### config.mk
export PLATFORM = sky130hd
export DESIGN_NAME = rtd_table_linearizer
export DESIGN_NICKNAME = d
export VERILOG_FILES = /design/src/hdl/rtdl_pkg.sv /design/src/hdl/rtd_table_linearizer.sv /design/src/hdl/rtdl_div.sv
export SDC_FILE = /design/constraint.sdc
export NUM_CORES = 1
export LEC_CHECK = 0
export BUFFER_PORTS_ARGS = -buffer_cell sky130_fd_sc_hd__buf_4
export CAP_MARGIN = 40
export CORE_MARGIN = 2
export CORE_UTILIZATION = 50
export CTS_BUF_LIST = sky130_fd_sc_hd__clkbuf_8
export DETAILED_ROUTE_END_ITERATION = 7
export PLACE_DENSITY = 0.69
export SYNTH_ARGS = -nofsm -noshare
export SYNTH_HDL_FRONTEND = slang
export SYNTH_HIERARCHICAL = 1
export SYNTH_SLANG_ARGS = --single-unit
### constraint.sdc
create_clock -name clk_i -period 4.4 [get_ports clk_i]
set_clock_uncertainty 0.05 [all_clocks]
set_input_delay 0.88 -clock clk_i [delete_from_list [all_inputs] [get_ports clk_i]]
set_output_delay 0.88 -clock clk_i [all_outputs]
set_load 0.005 [all_outputs]
### src/hdl/rtdl_pkg.sv
// rtdl_pkg: shared constants, codes and types of the rtd table linearizer
`timescale 1ns / 1ps

package rtdl_pkg;

  localparam int POINTS_DEF = 15;

  localparam int RES_W  = 16;
  localparam int IDX_W  = 4;
  localparam int BASE_W = 8;
  localparam int STEP_W = 6;
  localparam int TEMP_W = 19;
  localparam int STAT_W = 3;
  localparam int FRAC_W = 8;
  localparam int QUOT_W = STEP_W + FRAC_W;
  localparam int PROD_W = RES_W + STEP_W;

  localparam logic CMD_LOAD = 1'b0;
  localparam logic CMD_CONV = 1'b1;

  localparam logic CFG_BASE = 1'b0;
  localparam logic CFG_STEP = 1'b1;

  localparam logic [STAT_W-1:0] STAT_INTERP = 3'd0;
  localparam logic [STAT_W-1:0] STAT_EXACT  = 3'd1;
  localparam logic [STAT_W-1:0] STAT_BELOW  = 3'd2;
  localparam logic [STAT_W-1:0] STAT_ABOVE  = 3'd3;
  localparam logic [STAT_W-1:0] STAT_ZSPAN  = 3'd4;

  typedef struct packed {
    logic              start;
    logic [RES_W-1:0]  diff;
    logic [RES_W-1:0]  span;
    logic [STEP_W-1:0] step;
  } div_req_t;

  typedef struct packed {
    logic              busy;
    logic              done;
    logic [QUOT_W-1:0] quot;
  } div_rsp_t;

endpackage

### src/hdl/rtd_table_linearizer.sv
// rtd_table_linearizer: breakpoint table, search sequencer and result register
`timescale 1ns / 1ps

// Converts an RTD resistance (unsigned 8.8 ohms) into temperature (signed 11.8 degrees)
// by piecewise-linear lookup in a table of POINTS calibrated breakpoints, which the
// user must load in ascending order by load transactions (tuser 0) before any convert
// transaction (tuser 1); the block itself does not enforce this. A load returns
// nothing. A convert checks the first and last entries, then binary-searches the
// table through the single table read port, one probe per cycle, and on an
// interpolation runs a bit-serial multiply by the step followed by a restoring divide
// of one quotient bit per cycle. One item is worked on at a time; the next is taken
// while a finished result waits at the output, and a result that finds the output
// still full holds the sequencer until the output drains.

module rtd_table_linearizer #(
  parameter int POINTS = rtdl_pkg::POINTS_DEF
) (
  input  logic        clk_i,
  input  logic        rst_ni,
  // configuration writes
  input  logic        cfg_we_i,
  input  logic [0:0]  cfg_index_i,
  input  logic [7:0]  cfg_data_i,
  // input stream
  input  logic        s_axis_tvalid,
  output logic        s_axis_tready,
  input  logic [23:0] s_axis_tdata,   // entry_index[3:0], resistance[19:4]
  input  logic [0:0]  s_axis_tuser,   // command[0]
  // output stream
  output logic        m_axis_tvalid,
  input  logic        m_axis_tready,
  output logic [23:0] m_axis_tdata,   // temperature[18:0]
  output logic [2:0]  m_axis_tuser    // status[2:0]
);

  localparam int AW    = $clog2(POINTS);
  localparam int IW    = (AW > rtdl_pkg::IDX_W) ? AW : rtdl_pkg::IDX_W;
  localparam int KS_W  = AW + rtdl_pkg::STEP_W;
  localparam int DEG_W = KS_W + 2;
  localparam int SUM_W = (DEG_W + rtdl_pkg::FRAC_W + 1 > rtdl_pkg::TEMP_W + 1) ?
                         DEG_W + rtdl_pkg::FRAC_W + 1 : rtdl_pkg::TEMP_W + 1;

  localparam logic [AW-1:0] LAST = AW'(POINTS - 1);
  localparam logic [AW-1:0] MID0 = AW'((POINTS - 1) / 2);

  localparam logic signed [SUM_W-1:0] TEMP_MAX = SUM_W'(262143);
  localparam logic signed [SUM_W-1:0] TEMP_MIN = -SUM_W'(262144);

  localparam logic [2:0] ST_IDLE = 3'd0;
  localparam logic [2:0] ST_CHK0 = 3'd1;
  localparam logic [2:0] ST_CHKN = 3'd2;
  localparam logic [2:0] ST_SRCH = 3'd3;
  localparam logic [2:0] ST_DEG  = 3'd4;
  localparam logic [2:0] ST_DIV  = 3'd5;
  localparam logic [2:0] ST_FIN  = 3'd6;

  // configuration
  logic [rtdl_pkg::BASE_W-1:0] base_q;
  logic [rtdl_pkg::STEP_W-1:0] step_q;

  always_ff @(posedge clk_i or negedge rst_ni) begin
    if (!rst_ni) begin
      base_q <= 8'hC4;
      step_q <= 6'd10;
    end else if (cfg_we_i) begin
      case (cfg_index_i)
        rtdl_pkg::CFG_BASE: base_q <= cfg_data_i;
        rtdl_pkg::CFG_STEP: step_q <= cfg_data_i[rtdl_pkg::STEP_W-1:0];
        default: ;
      endcase
    end
  end

  // input unpacking
  logic                       in_acc;
  logic                       in_cmd;
  logic [rtdl_pkg::IDX_W-1:0] in_idx;
  logic [rtdl_pkg::RES_W-1:0] in_res;
  logic [IW-1:0]              idx_w;
  logic                       wr_en;

  assign in_acc = s_axis_tvalid && s_axis_tready;
  assign in_cmd = s_axis_tuser[0];
  assign in_idx = s_axis_tdata[3:0];
  assign in_res = s_axis_tdata[19:4];
  assign idx_w  = IW'(in_idx);
  assign wr_en  = in_acc && (in_cmd == rtdl_pkg::CMD_LOAD) && (32'(idx_w) < 32'(POINTS));

  // breakpoint table
  logic [rtdl_pkg::RES_W-1:0] mem [POINTS];
  logic [rtdl_pkg::RES_W-1:0] rdata_q;
  logic [AW-1:0]              raddr;

  always_ff @(posedge clk_i) begin
    if (wr_en) begin
      mem[idx_w[AW-1:0]] <= in_res;
    end
    rdata_q <= mem[raddr];
  end

  // search state
  logic [2:0]                  state_q, state_d;
  logic [rtdl_pkg::RES_W-1:0]  res_q, res_d;
  logic [AW-1:0]               lo_q, lo_d, hi_q, hi_d, mid_q, mid_d, k_q, k_d;
  logic [rtdl_pkg::RES_W-1:0]  flo_q, flo_d, fhi_q, fhi_d;
  logic                        eq0_q, eq0_d;
  logic [rtdl_pkg::STAT_W-1:0] stat_q, stat_d;
  logic signed [DEG_W-1:0]     deg_q, deg_d;
  logic [rtdl_pkg::QUOT_W-1:0] quot_q, quot_d;

  logic                        r_lt, r_gt;
  logic [AW-1:0]               lo_n, hi_n, mid_n;
  logic [AW:0]                 mid_sum;
  logic [KS_W-1:0]             kstep;

  logic                        m_valid_q, m_valid_d;
  logic [rtdl_pkg::TEMP_W-1:0] m_temp_q, m_temp_d;
  logic [rtdl_pkg::STAT_W-1:0] m_stat_q, m_stat_d;

  logic signed [SUM_W-1:0]     deg_ext, sum;
  logic [rtdl_pkg::TEMP_W-1:0] temp_sat;

  rtdl_pkg::div_req_t div_req;
  rtdl_pkg::div_rsp_t div_rsp;

  assign r_lt    = res_q < rdata_q;
  assign r_gt    = res_q > rdata_q;
  assign lo_n    = r_gt ? mid_q : lo_q;
  assign hi_n    = r_lt ? mid_q : hi_q;
  assign mid_sum = {1'b0, lo_n} + {1'b0, hi_n};
  assign mid_n   = mid_sum[AW:1];
  assign kstep   = KS_W'(k_q) * KS_W'(step_q);

  assign deg_ext = SUM_W'(deg_q);
  assign sum     = (deg_ext <<< rtdl_pkg::FRAC_W) + signed'(SUM_W'(quot_q));

  always_comb begin
    if (sum > TEMP_MAX) begin
      temp_sat = TEMP_MAX[rtdl_pkg::TEMP_W-1:0];
    end else if (sum < TEMP_MIN) begin
      temp_sat = TEMP_MIN[rtdl_pkg::TEMP_W-1:0];
    end else begin
      temp_sat = sum[rtdl_pkg::TEMP_W-1:0];
    end
  end

  assign div_req.start = (state_q == ST_DEG) && (stat_q == rtdl_pkg::STAT_INTERP) &&
                         (fhi_q != flo_q);
  assign div_req.diff  = res_q - flo_q;
  assign div_req.span  = fhi_q - flo_q;
  assign div_req.step  = step_q;

  rtdl_div u_div (
    .clk_i  (clk_i),
    .rst_ni (rst_ni),
    .req_i  (div_req),
    .rsp_o  (div_rsp)
  );

  assign s_axis_tready = (state_q == ST_IDLE);

  always_comb begin
    state_d   = state_q;
    res_d     = res_q;
    lo_d      = lo_q;
    hi_d      = hi_q;
    mid_d     = mid_q;
    k_d       = k_q;
    flo_d     = flo_q;
    fhi_d     = fhi_q;
    eq0_d     = eq0_q;
    stat_d    = stat_q;
    deg_d     = deg_q;
    quot_d    = quot_q;
    raddr     = '0;
    m_valid_d = m_valid_q && !m_axis_tready;
    m_temp_d  = m_temp_q;
    m_stat_d  = m_stat_q;
    case (state_q)
      ST_IDLE: begin
        if (in_acc && (in_cmd == rtdl_pkg::CMD_CONV)) begin
          res_d   = in_res;
          state_d = ST_CHK0;
        end
      end
      ST_CHK0: begin
        raddr = LAST;
        if (r_lt) begin
          k_d     = '0;
          stat_d  = rtdl_pkg::STAT_BELOW;
          state_d = ST_DEG;
        end else begin
          eq0_d   = !r_gt;
          flo_d   = rdata_q;
          state_d = ST_CHKN;
        end
      end
      ST_CHKN: begin
        raddr = MID0;
        if (r_gt) begin
          k_d     = LAST;
          stat_d  = rtdl_pkg::STAT_ABOVE;
          state_d = ST_DEG;
        end else if (eq0_q) begin
          k_d     = '0;
          stat_d  = rtdl_pkg::STAT_EXACT;
          state_d = ST_DEG;
        end else if (!r_lt) begin
          k_d     = LAST;
          stat_d  = rtdl_pkg::STAT_EXACT;
          state_d = ST_DEG;
        end else begin
          fhi_d   = rdata_q;
          lo_d    = '0;
          hi_d    = LAST;
          mid_d   = MID0;
          state_d = ST_SRCH;
        end
      end
      ST_SRCH: begin
        raddr = mid_n;
        if (!r_lt && !r_gt) begin
          k_d     = mid_q;
          stat_d  = rtdl_pkg::STAT_EXACT;
          state_d = ST_DEG;
        end else begin
          lo_d  = lo_n;
          hi_d  = hi_n;
          mid_d = mid_n;
          if (r_gt) begin
            flo_d = rdata_q;
          end else begin
            fhi_d = rdata_q;
          end
          if (hi_n - lo_n == AW'(1)) begin
            k_d     = lo_n;
            stat_d  = rtdl_pkg::STAT_INTERP;
            state_d = ST_DEG;
          end
        end
      end
      ST_DEG: begin
        deg_d  = DEG_W'(signed'(base_q)) + signed'(DEG_W'(kstep));
        quot_d = '0;
        if (div_req.start) begin
          state_d = ST_DIV;
        end else begin
          if ((stat_q == rtdl_pkg::STAT_INTERP) && (fhi_q == flo_q)) begin
            stat_d = rtdl_pkg::STAT_ZSPAN;
          end
          state_d = ST_FIN;
        end
      end
      ST_DIV: begin
        if (div_rsp.done) begin
          quot_d  = div_rsp.quot;
          state_d = ST_FIN;
        end
      end
      ST_FIN: begin
        if (!m_valid_q || m_axis_tready) begin
          m_valid_d = 1'b1;
          m_temp_d  = temp_sat;
          m_stat_d  = stat_q;
          state_d   = ST_IDLE;
        end
      end
      default: begin
        state_d = ST_IDLE;
      end
    endcase
  end

  always_ff @(posedge clk_i or negedge rst_ni) begin
    if (!rst_ni) begin
      state_q   <= ST_IDLE;
      m_valid_q <= 1'b0;
    end else begin
      state_q   <= state_d;
      m_valid_q <= m_valid_d;
    end
  end

  always_ff @(posedge clk_i) begin
    res_q    <= res_d;
    lo_q     <= lo_d;
    hi_q     <= hi_d;
    mid_q    <= mid_d;
    k_q      <= k_d;
    flo_q    <= flo_d;
    fhi_q    <= fhi_d;
    eq0_q    <= eq0_d;
    stat_q   <= stat_d;
    deg_q    <= deg_d;
    quot_q   <= quot_d;
    m_temp_q <= m_temp_d;
    m_stat_q <= m_stat_d;
  end

  assign m_axis_tvalid = m_valid_q;
  assign m_axis_tdata  = {{(24 - rtdl_pkg::TEMP_W){1'b0}}, m_temp_q};
  assign m_axis_tuser  = m_stat_q;

  // search window always brackets the probe
  a_srch_window: assert property (@(posedge clk_i) disable iff (!rst_ni)
    (state_q == ST_SRCH) |-> (lo_q < mid_q) && (mid_q < hi_q))
    else $error("search probe outside bracket");

  // divider finishes only while the sequencer waits for it
  a_div_done: assert property (@(posedge clk_i) disable iff (!rst_ni)
    div_rsp.done |-> (state_q == ST_DIV))
    else $error("divider done outside divide state");

  // divider runs only while the sequencer waits for it
  a_div_busy: assert property (@(posedge clk_i) disable iff (!rst_ni)
    div_rsp.busy |-> (state_q == ST_DIV))
    else $error("divider busy outside divide state");

  // a result appears only from the final state
  a_out_src: assert property (@(posedge clk_i) disable iff (!rst_ni)
    $rose(m_valid_q) |-> ($past(state_q) == ST_FIN))
    else $error("result raised outside final state");

  // a load never starts a conversion
  a_load_idle: assert property (@(posedge clk_i) disable iff (!rst_ni)
    (in_acc && (in_cmd == rtdl_pkg::CMD_LOAD)) |=> (state_q == ST_IDLE))
    else $error("load left the idle state");

endmodule

### src/hdl/rtdl_div.sv
// rtdl_div: bit-serial multiply by step and restoring divide by span
`timescale 1ns / 1ps

module rtdl_div (
  input  logic                clk_i,
  input  logic                rst_ni,
  input  rtdl_pkg::div_req_t  req_i,
  output rtdl_pkg::div_rsp_t  rsp_o
);

  localparam int CNT_W = $clog2(rtdl_pkg::QUOT_W);
  localparam int NUM_W = rtdl_pkg::PROD_W + rtdl_pkg::FRAC_W;

  localparam logic [1:0] PH_IDLE = 2'd0;
  localparam logic [1:0] PH_MUL  = 2'd1;
  localparam logic [1:0] PH_DIV  = 2'd2;

  logic [1:0]                     phase_q, phase_d;
  logic [CNT_W-1:0]               cnt_q, cnt_d;
  logic                           done_q, done_d;
  logic [rtdl_pkg::PROD_W-1:0]    acc_q, acc_d;
  logic [rtdl_pkg::PROD_W-1:0]    mcand_q, mcand_d;
  logic [rtdl_pkg::STEP_W-1:0]    mplier_q, mplier_d;
  logic [rtdl_pkg::RES_W-1:0]     span_q, span_d;
  logic [rtdl_pkg::RES_W-1:0]     rem_q, rem_d;
  logic [rtdl_pkg::QUOT_W-1:0]    nsh_q, nsh_d;

  logic [rtdl_pkg::PROD_W-1:0]    acc_nx;
  logic [NUM_W-1:0]               num;
  logic [rtdl_pkg::RES_W:0]       shifted;
  logic [rtdl_pkg::RES_W+1:0]     trial;

  assign acc_nx  = acc_q + (mplier_q[0] ? mcand_q : '0);
  assign num     = {acc_nx, {rtdl_pkg::FRAC_W{1'b0}}};
  assign shifted = {rem_q, nsh_q[rtdl_pkg::QUOT_W-1]};
  assign trial   = {1'b0, shifted} - {2'b00, span_q};

  always_comb begin
    phase_d  = phase_q;
    cnt_d    = cnt_q;
    done_d   = 1'b0;
    acc_d    = acc_q;
    mcand_d  = mcand_q;
    mplier_d = mplier_q;
    span_d   = span_q;
    rem_d    = rem_q;
    nsh_d    = nsh_q;
    case (phase_q)
      PH_IDLE: begin
        if (req_i.start) begin
          acc_d    = '0;
          mcand_d  = rtdl_pkg::PROD_W'(req_i.diff);
          mplier_d = req_i.step;
          span_d   = req_i.span;
          cnt_d    = CNT_W'(rtdl_pkg::STEP_W - 1);
          phase_d  = PH_MUL;
        end
      end
      PH_MUL: begin
        acc_d    = acc_nx;
        mcand_d  = {mcand_q[rtdl_pkg::PROD_W-2:0], 1'b0};
        mplier_d = {1'b0, mplier_q[rtdl_pkg::STEP_W-1:1]};
        cnt_d    = cnt_q - 1'b1;
        if (cnt_q == '0) begin
          // quotient fits QUOT_W bits, so the top of the numerator is below span
          rem_d   = num[NUM_W-1:rtdl_pkg::QUOT_W];
          nsh_d   = num[rtdl_pkg::QUOT_W-1:0];
          cnt_d   = CNT_W'(rtdl_pkg::QUOT_W - 1);
          phase_d = PH_DIV;
        end
      end
      PH_DIV: begin
        if (!trial[rtdl_pkg::RES_W+1]) begin
          rem_d = trial[rtdl_pkg::RES_W-1:0];
          nsh_d = {nsh_q[rtdl_pkg::QUOT_W-2:0], 1'b1};
        end else begin
          rem_d = shifted[rtdl_pkg::RES_W-1:0];
          nsh_d = {nsh_q[rtdl_pkg::QUOT_W-2:0], 1'b0};
        end
        cnt_d = cnt_q - 1'b1;
        if (cnt_q == '0) begin
          done_d  = 1'b1;
          phase_d = PH_IDLE;
        end
      end
      default: begin
        phase_d = PH_IDLE;
      end
    endcase
  end

  always_ff @(posedge clk_i or negedge rst_ni) begin
    if (!rst_ni) begin
      phase_q <= PH_IDLE;
      cnt_q   <= '0;
      done_q  <= 1'b0;
    end else begin
      phase_q <= phase_d;
      cnt_q   <= cnt_d;
      done_q  <= done_d;
    end
  end

  always_ff @(posedge clk_i) begin
    acc_q    <= acc_d;
    mcand_q  <= mcand_d;
    mplier_q <= mplier_d;
    span_q   <= span_d;
    rem_q    <= rem_d;
    nsh_q    <= nsh_d;
  end

  assign rsp_o.busy = (phase_q != PH_IDLE);
  assign rsp_o.done = done_q;
  assign rsp_o.quot = nsh_q;

endmodule

-- After elaboration in Yosys (flattened, before gate mapping)
Memory sizes are Yosys's and may differ from the RTL's. A register that Yosys moved wholly into a read port is not among the register bits.
Index checks and enable logic that the tools add are counted.
- bits in writable memories: 240
- memories kept: 1
- output and inout bits: 29
- register bits: 237
- input port bits: 39
- logic and storage cells: 200
- memory list (name ; depth ; bits a word ; read ports ; clocked after memory_dff ; write ports ; line ; text):
    mem ; 15 ; 16 ; 1 ; 1 ; 1 ; rtd_table_linearizer.sv:90 ; logic [rtdl_pkg::RES_W-1:0] mem [POINTS];
- $lt $le $gt $ge: 5
- multiplexer cells: 83
- equality and inequality tests: 29
- add/subtract/negate cells: 9
- bitwise gates (word level): 3
- reduce and logical (&&, ||, !) cells: 43
- multipliers: 1
- operator list (operator ; number):
    16-bit 2-to-1 mux ; 10
    16-bit case mux with 2 select lines ; 3
    22-bit case mux with 2 select lines ; 2
    4-bit 2-to-1 mux ; 21
    22-bit 2-to-1 mux ; 3
    14-bit case mux with 2 select lines ; 2
    3-bit 2-to-1 mux ; 17
    4-bit case mux with 3 select lines ; 3
    16-bit subtractor ; 2
    14-bit 2-to-1 mux ; 2
    4-bit case mux with 2 select lines ; 3
    22-bit adder ; 1
    2-bit != test (second input constant) ; 11
    20-bit by 15-bit adder with 21-bit output ; 1
    21-bit by 19-bit greater-than comparator with 1-bit output (second input constant) ; 1
    21-bit by 19-bit less-than comparator with 1-bit output (second input constant) ; 1
    3-bit case mux with 7 select lines ; 1
    2-bit AND reduction ; 10
    19-bit 2-to-1 mux ; 1
    17-bit by 16-bit subtractor with 18-bit output ; 1
    16-bit equality test ; 1
    16-bit greater-than comparator ; 1
    16-bit less-than comparator ; 1
    16-bit != test ; 1
    35 further kinds ; 73

-- Depth between registers and ports, before layout
- depth in word-level cells: 7
- depth in mapped cells: 21
- depth with buffers taken out: 18

-- Hierarchy
Netlist, hierarchy kept.
- by module, submodules not included (module ; seq. area each (um^2) ; area each (um^2) ; times used ; cells each):
    rtd_table_linearizer ; 11467.2 ; 18064.8 ; 1 ; 1208
    rtdl_div ; 3057.9 ; 6316.1 ; 1 ; 571

-- Worst setup path after synthesis
OpenSTA, ideal clock, no wires.
- kind: register to register
- start point: register res_q[9] (netlist bit)
- end point: register stat_q[0] (netlist bit) (enable)
- path slack: -0.389 ns
- stages on the path, launching flop included: 18
- required time: 4.023 ns
- library setup time: 0.327 ns
- data arrival time: 4.412 ns
- path buffers: 1
- period minus slack after synthesis: 4.789 ns
- path through: edfxtp_1 > ha_1 > nand4_1 > or2_4 > a211oi_2 > nor3_2 > buf_4 > nor2_2 > mux2_2 > ha_1 > fa_1 > nor4_1 > a21oi_1 > or3b_1 > a221oi_2 > a211oi_2 > a211oi_1 > o21bai_1
- cells in the longest elaborated chain, start to end: 6
- elaborated cells between the ends (all ways): 13
- classes of those cells: 1 x add/sub; 2 x order compare; 4 x eq/ne; 2 x mux; 4 x reduce/logical
- RTL lines (what ; line ; text):
    start, declared ; rtd_table_linearizer.sv:103 ; logic [rtdl_pkg::RES_W-1:0] res_q, res_d;
    start signal, assigned ; rtd_table_linearizer.sv:285 ; res_q <= res_d;
    16-bit greater-than comparator ; rtd_table_linearizer.sv:127 ; assign r_gt = res_q > rdata_q;
    4-bit 2-to-1 mux ; rtd_table_linearizer.sv:128 ; assign lo_n = r_gt ? mid_q : lo_q;
    via lo_n[0] ; rtd_table_linearizer.sv:112 ; logic [AW-1:0] lo_n, hi_n, mid_n;
    4-bit subtractor ; rtd_table_linearizer.sv:235 ; if (hi_n - lo_n == AW'(1)) begin
    4-bit by 1-bit equality test with 1-bit output ; rtd_table_linearizer.sv:235 ;
    3-bit != test (no source line) ; -- ;
    6-bit AND reduction (no source line) ; -- ;
    end signal, assigned ; rtd_table_linearizer.sv:293 ; stat_q <= stat_d;
    end, declared ; rtd_table_linearizer.sv:107 ; logic [rtdl_pkg::STAT_W-1:0] stat_q, stat_d;
The timed path passes the listed nets, and every way through them passes these cells.
A chain may end at the register's enable or synchronous reset.

-- Worst setup path in the final report
- start point: register res_q[9] (netlist bit)
- end point: register state_q[1]
- cells in the longest elaborated chain, start to end: 6
- elaborated cells between the ends (all ways): 17
- classes of those cells: 1 x add/sub; 2 x order compare; 2 x eq/ne; 8 x mux; 4 x reduce/logical
- RTL lines (what ; line ; text):
    16-bit greater-than comparator ; rtd_table_linearizer.sv:127 ;
    4-bit 2-to-1 mux ; rtd_table_linearizer.sv:128 ;
    via lo_n[0] ; rtd_table_linearizer.sv:112 ;
    4-bit subtractor ; rtd_table_linearizer.sv:235 ;
    4-bit by 1-bit equality test with 1-bit output ; rtd_table_linearizer.sv:235 ;
    3-bit != test (no source line) ; -- ;
    4-bit AND reduction (no source line) ; -- ;
    end signal, assigned ; rtd_table_linearizer.sv:279 ; state_q <= state_d;
    end, declared ; rtd_table_linearizer.sv:102 ; logic [2:0] state_q, state_d;
The timed path passes the listed nets, and every way through them passes these cells.

==> results.toml <==
[run_status]
status = "finished, final reports clean"

[worst_setup_path]
r2r_slack_ns = 0.01
cp.arrival_ns = 4.90
slowest_stage = "fa_2"
crit_required_ns = 4.91
reg2reg_depth = 17
criticalPathCategory = "reg2reg"
worstSetupStartpointType = "register"
r2r_end = "state_q[1]$_DFFE_PN0P_"
critPathMaxStageDelay_ns = 0.56
crit_fanout = 4
r2r_start = "res_q[9]$_DFFE_PP_"
worstPathCellList = "ha_4 > buf_6 > nand4_1 > or2_4 > a211oi_4 > nor3_4 > buf_12 > nor2_4 > mux2_4 > ha_4 > fa_2 > nand2_2 > or3b_4 > a221oi_2 > a211oi_2 > a221oi_4 > mux2_4"
crit_path_end_kind = "register"

[pwr]
irDropWorstVdd_mv = 0.417
total_power_mw = 19.2
p_clk_frac = 0.200
powerDensity_nw_per_um2 = 682
p_int_mw = 12.4
pwr-share-seq = 0.342
p_switching_mw = 6.86
p_sw_frac = 0.357
p_leak_nw = 10.9
power_frac_comb = 0.458

[final_layout]
multi_input_area_um2 = 9490
post-route-util = 0.588
nFillCells = 3682
final-seq-area_um2 = 14500
layout-drive-gt1-share = 0.213
nets = 2150
finalNonFillerCells = 2648
final_common_cell = "edfxtp_1"
fin_area_um2 = 28200
final_cell_mix = "edfxtp_1, inv_1, buf_4"
area_delta_synth_final_pct = 15.6
antenna_cells = 0

[synth]
netlist.area_leader.share = 0.557
postSynthAreaPerCell_um2 = 13.7
synthTopCellsByArea = "edfxtp_1, ha_1, mux4_2"
synth_cells = 1779
synth_top_cell_by_area = "edfxtp_1"
synth-edff-count = 452
synth_seq_cells = 493
yosysWarningCount = 6
ys_async_sr_fraction = 0.0507
synth_area_um2 = 24400
yosysSeqAreaShare = 0.596
ys_types = 86
synthFlopType = "edfxtp_1"

[global_routing]
antenna_found_initial = 0
grt_usage = 0.196
grt_max_degree = 46
grt_pass1_vias = 15300
grt_pass1_wl_um = 78200
grt_overflow_total = 0

[place]
dp_hpwl_um = 34100
gp_congestion = 0.874
dp.cells = 2497
port-buffer-count = 58
dp_slack_ns = -0.183
dpl_cell_area_um2 = 26300

[timing]
whs_ns = 0.0518
slew_viol_final = 0
max_freq_mhz = 228
period_share = 0.998
fin_ws_ns = 0.0102
setup_viol = 0
rsz0062_at_grt = "true"
slew_headroom = 0.413
hold_violations = 0
tightest_slew_ns = 0.877
tns_ns = 0
fin_crit_ns = 4.39

[die]
boundaryPins = 68
die_y_um = 225
die_w_um = 225
start_util = 0.509
die_area_um2 = 50500
rows = 80
core_um2 = 47900

[cts]
cts_tree = "yes"
cts_sinks = 493
cts_made_buffers = 81
clock_latency_ns = 0.69
cts_root_buf = "clkbuf_8"
ctsHoldBuffers = 0
clkTransAtPathRegs_ns = 0.06
clk_path_buf_depth = 3
htreeDepth = 3

[flow_run]
drv_cap = 0

[drt]
avgRoutedWirePerCell_um = 18.3
viasPerCell = 5.56
drtIter0Drc = 1103
ant_nets = 0
vias = 14700
drc_errors = 0
routed_wl_um = 48500
first_pass_iters = 7

[min_path]
hold_path_class = "in2async"
==> routing by layer <==
metal  global-route usage  up-vias  share of wire
met3               0.0354      108          0.043
met4               0.0696        0          0.027
li1                     -     7041              -
met5                    0        -              0
met2                0.345      343           0.51
met1                0.242     7228           0.42
==> synthesized netlist by cell type, types with 5 or more instances <==
library cell	count
nor2b_1	22
clkbuf_1	32
buf_4	7
a21o_1	28
nand4_1	12
nor4_1	6
o31ai_1	7
dfstp_2	5
fa_1	15
xnor2_1	52
and3_1	13
edfxtp_1	452
nand3_1	23
a31oi_1	9
nor3_1	29
o21bai_1	19
inv_1	112
mux2_2	41
nor2_1	102
a211oi_1	24
xor2_1	28
o21ai_0	36
nand3b_1	5
dfrtp_1	20
nand2b_1	16
mux2i_1	77
buf_2	13
ha_1	128
and2_1	80
or3_1	7
dfxtp_1	16
o211ai_1	8
a21oi_1	98
nand2_1	75
o21a_1	5
mux4_2	48
o21ai_1	27
==> state kept, by name (all words and copies together), names as in the netlist, 4 cells and up <==
name	flops
deg_q	12
m_temp_q	19
fhi_q	16
u_div/mplier_q	6
mem	240
hi_q	4
res_q	16
rdata_q	16
u_div/acc_q	22
quot_q	14
u_div/span_q	16
k_q	4
lo_q	4
step_q	6
flo_q	16
u_div/rem_q	16
mid_q	4
u_div/mcand_q	22
u_div/nsh_q	14
u_div/cnt_q	4
base_q	8
==> power by group through the flow <==
| stage | clock, mW | combinational (mW) | sequential [mW] |
|---|---|---|---|
| after CTS | 3.94 | 8.49 | 6.57 |
| after detailed placement | 0 | 8.28 | 6.66 |
| final | 3.84 | 8.81 | 6.57 |
| after floorplan | 0 | 5.96 | 6.53 |
| after global routing | 4.12 | 9.68 | 6.65 |
| after global placement | 0 | 8.01 | 6.64 |
==> area by class of cell <==
| type | instances | share of cell area |
|---|---|---|
| Clock buffer | 85 | 0.0415 |
| Clock inverter | 63 | 0.0136 |
| Inverter | 114 | 0.0152 |
| Multi-Input combinational cell | 1118 | 0.337 |
| Sequential cell | 493 | 0.515 |
| Tap cell | 615 | 0.0273 |
| Timing Repair Buffer | 160 | 0.0502 |
==> critical path, delay by kind of cell, from the launching register on <==
kind	cells	cell delay, ns
flip-flops	1	0.43
AND/OR/NAND/NOR	6	1.09
adder cells (fa/ha/maj)	3	1.04
multiplexers	2	0.67
AO/OA/AOI/OAI	4	0.77
buffers and inverters	2	0.22
==> kinds of logic (layout without fill, tap and decap cells) <==
kind of cell	after synthesis	in the layout	share of synthesized area
compound gates	315	315	0.0865
xor+xnor	81	81	0.0294
flops	493	493	0.596
mux	169	169	0.0964
other cells	1	5	0.000154
buf+inv	172	422	0.0291
fa+ha+maj	143	143	0.0780
simple gates	405	405	0.0846
==> worst max path at each step <==
stage,cells past startpoint,to,slack (ns),start
after floorplan,17,stat_q[0]$_DFFE_PP_,0.007,res_q[1]$_DFFE_PP_
after global placement,18,rdata_q[10]$_DFF_P_,-0.09,res_q[9]$_DFFE_PP_
after detailed placement,18,rdata_q[8]$_DFF_P_,-0.18,res_q[9]$_DFFE_PP_
after CTS,19,state_q[0]$_DFFE_PN0P_,0.001,res_q[9]$_DFFE_PP_
after global routing,20,rdata_q[9]$_DFF_P_,-0.13,res_q[9]$_DFFE_PP_
final,17,state_q[1]$_DFFE_PN0P_,0.01,res_q[9]$_DFFE_PP_
==> what timing repair did <==
item | 4_1_cts | 5_1_grt
buffers inserted | 3 | 1
resized for setup | 13 | 45
setup endpoints to repair | 26 | 28
gates cloned | 0 | 1
pin swaps | 8 | 7
Power figures use the tool's default switching activity.
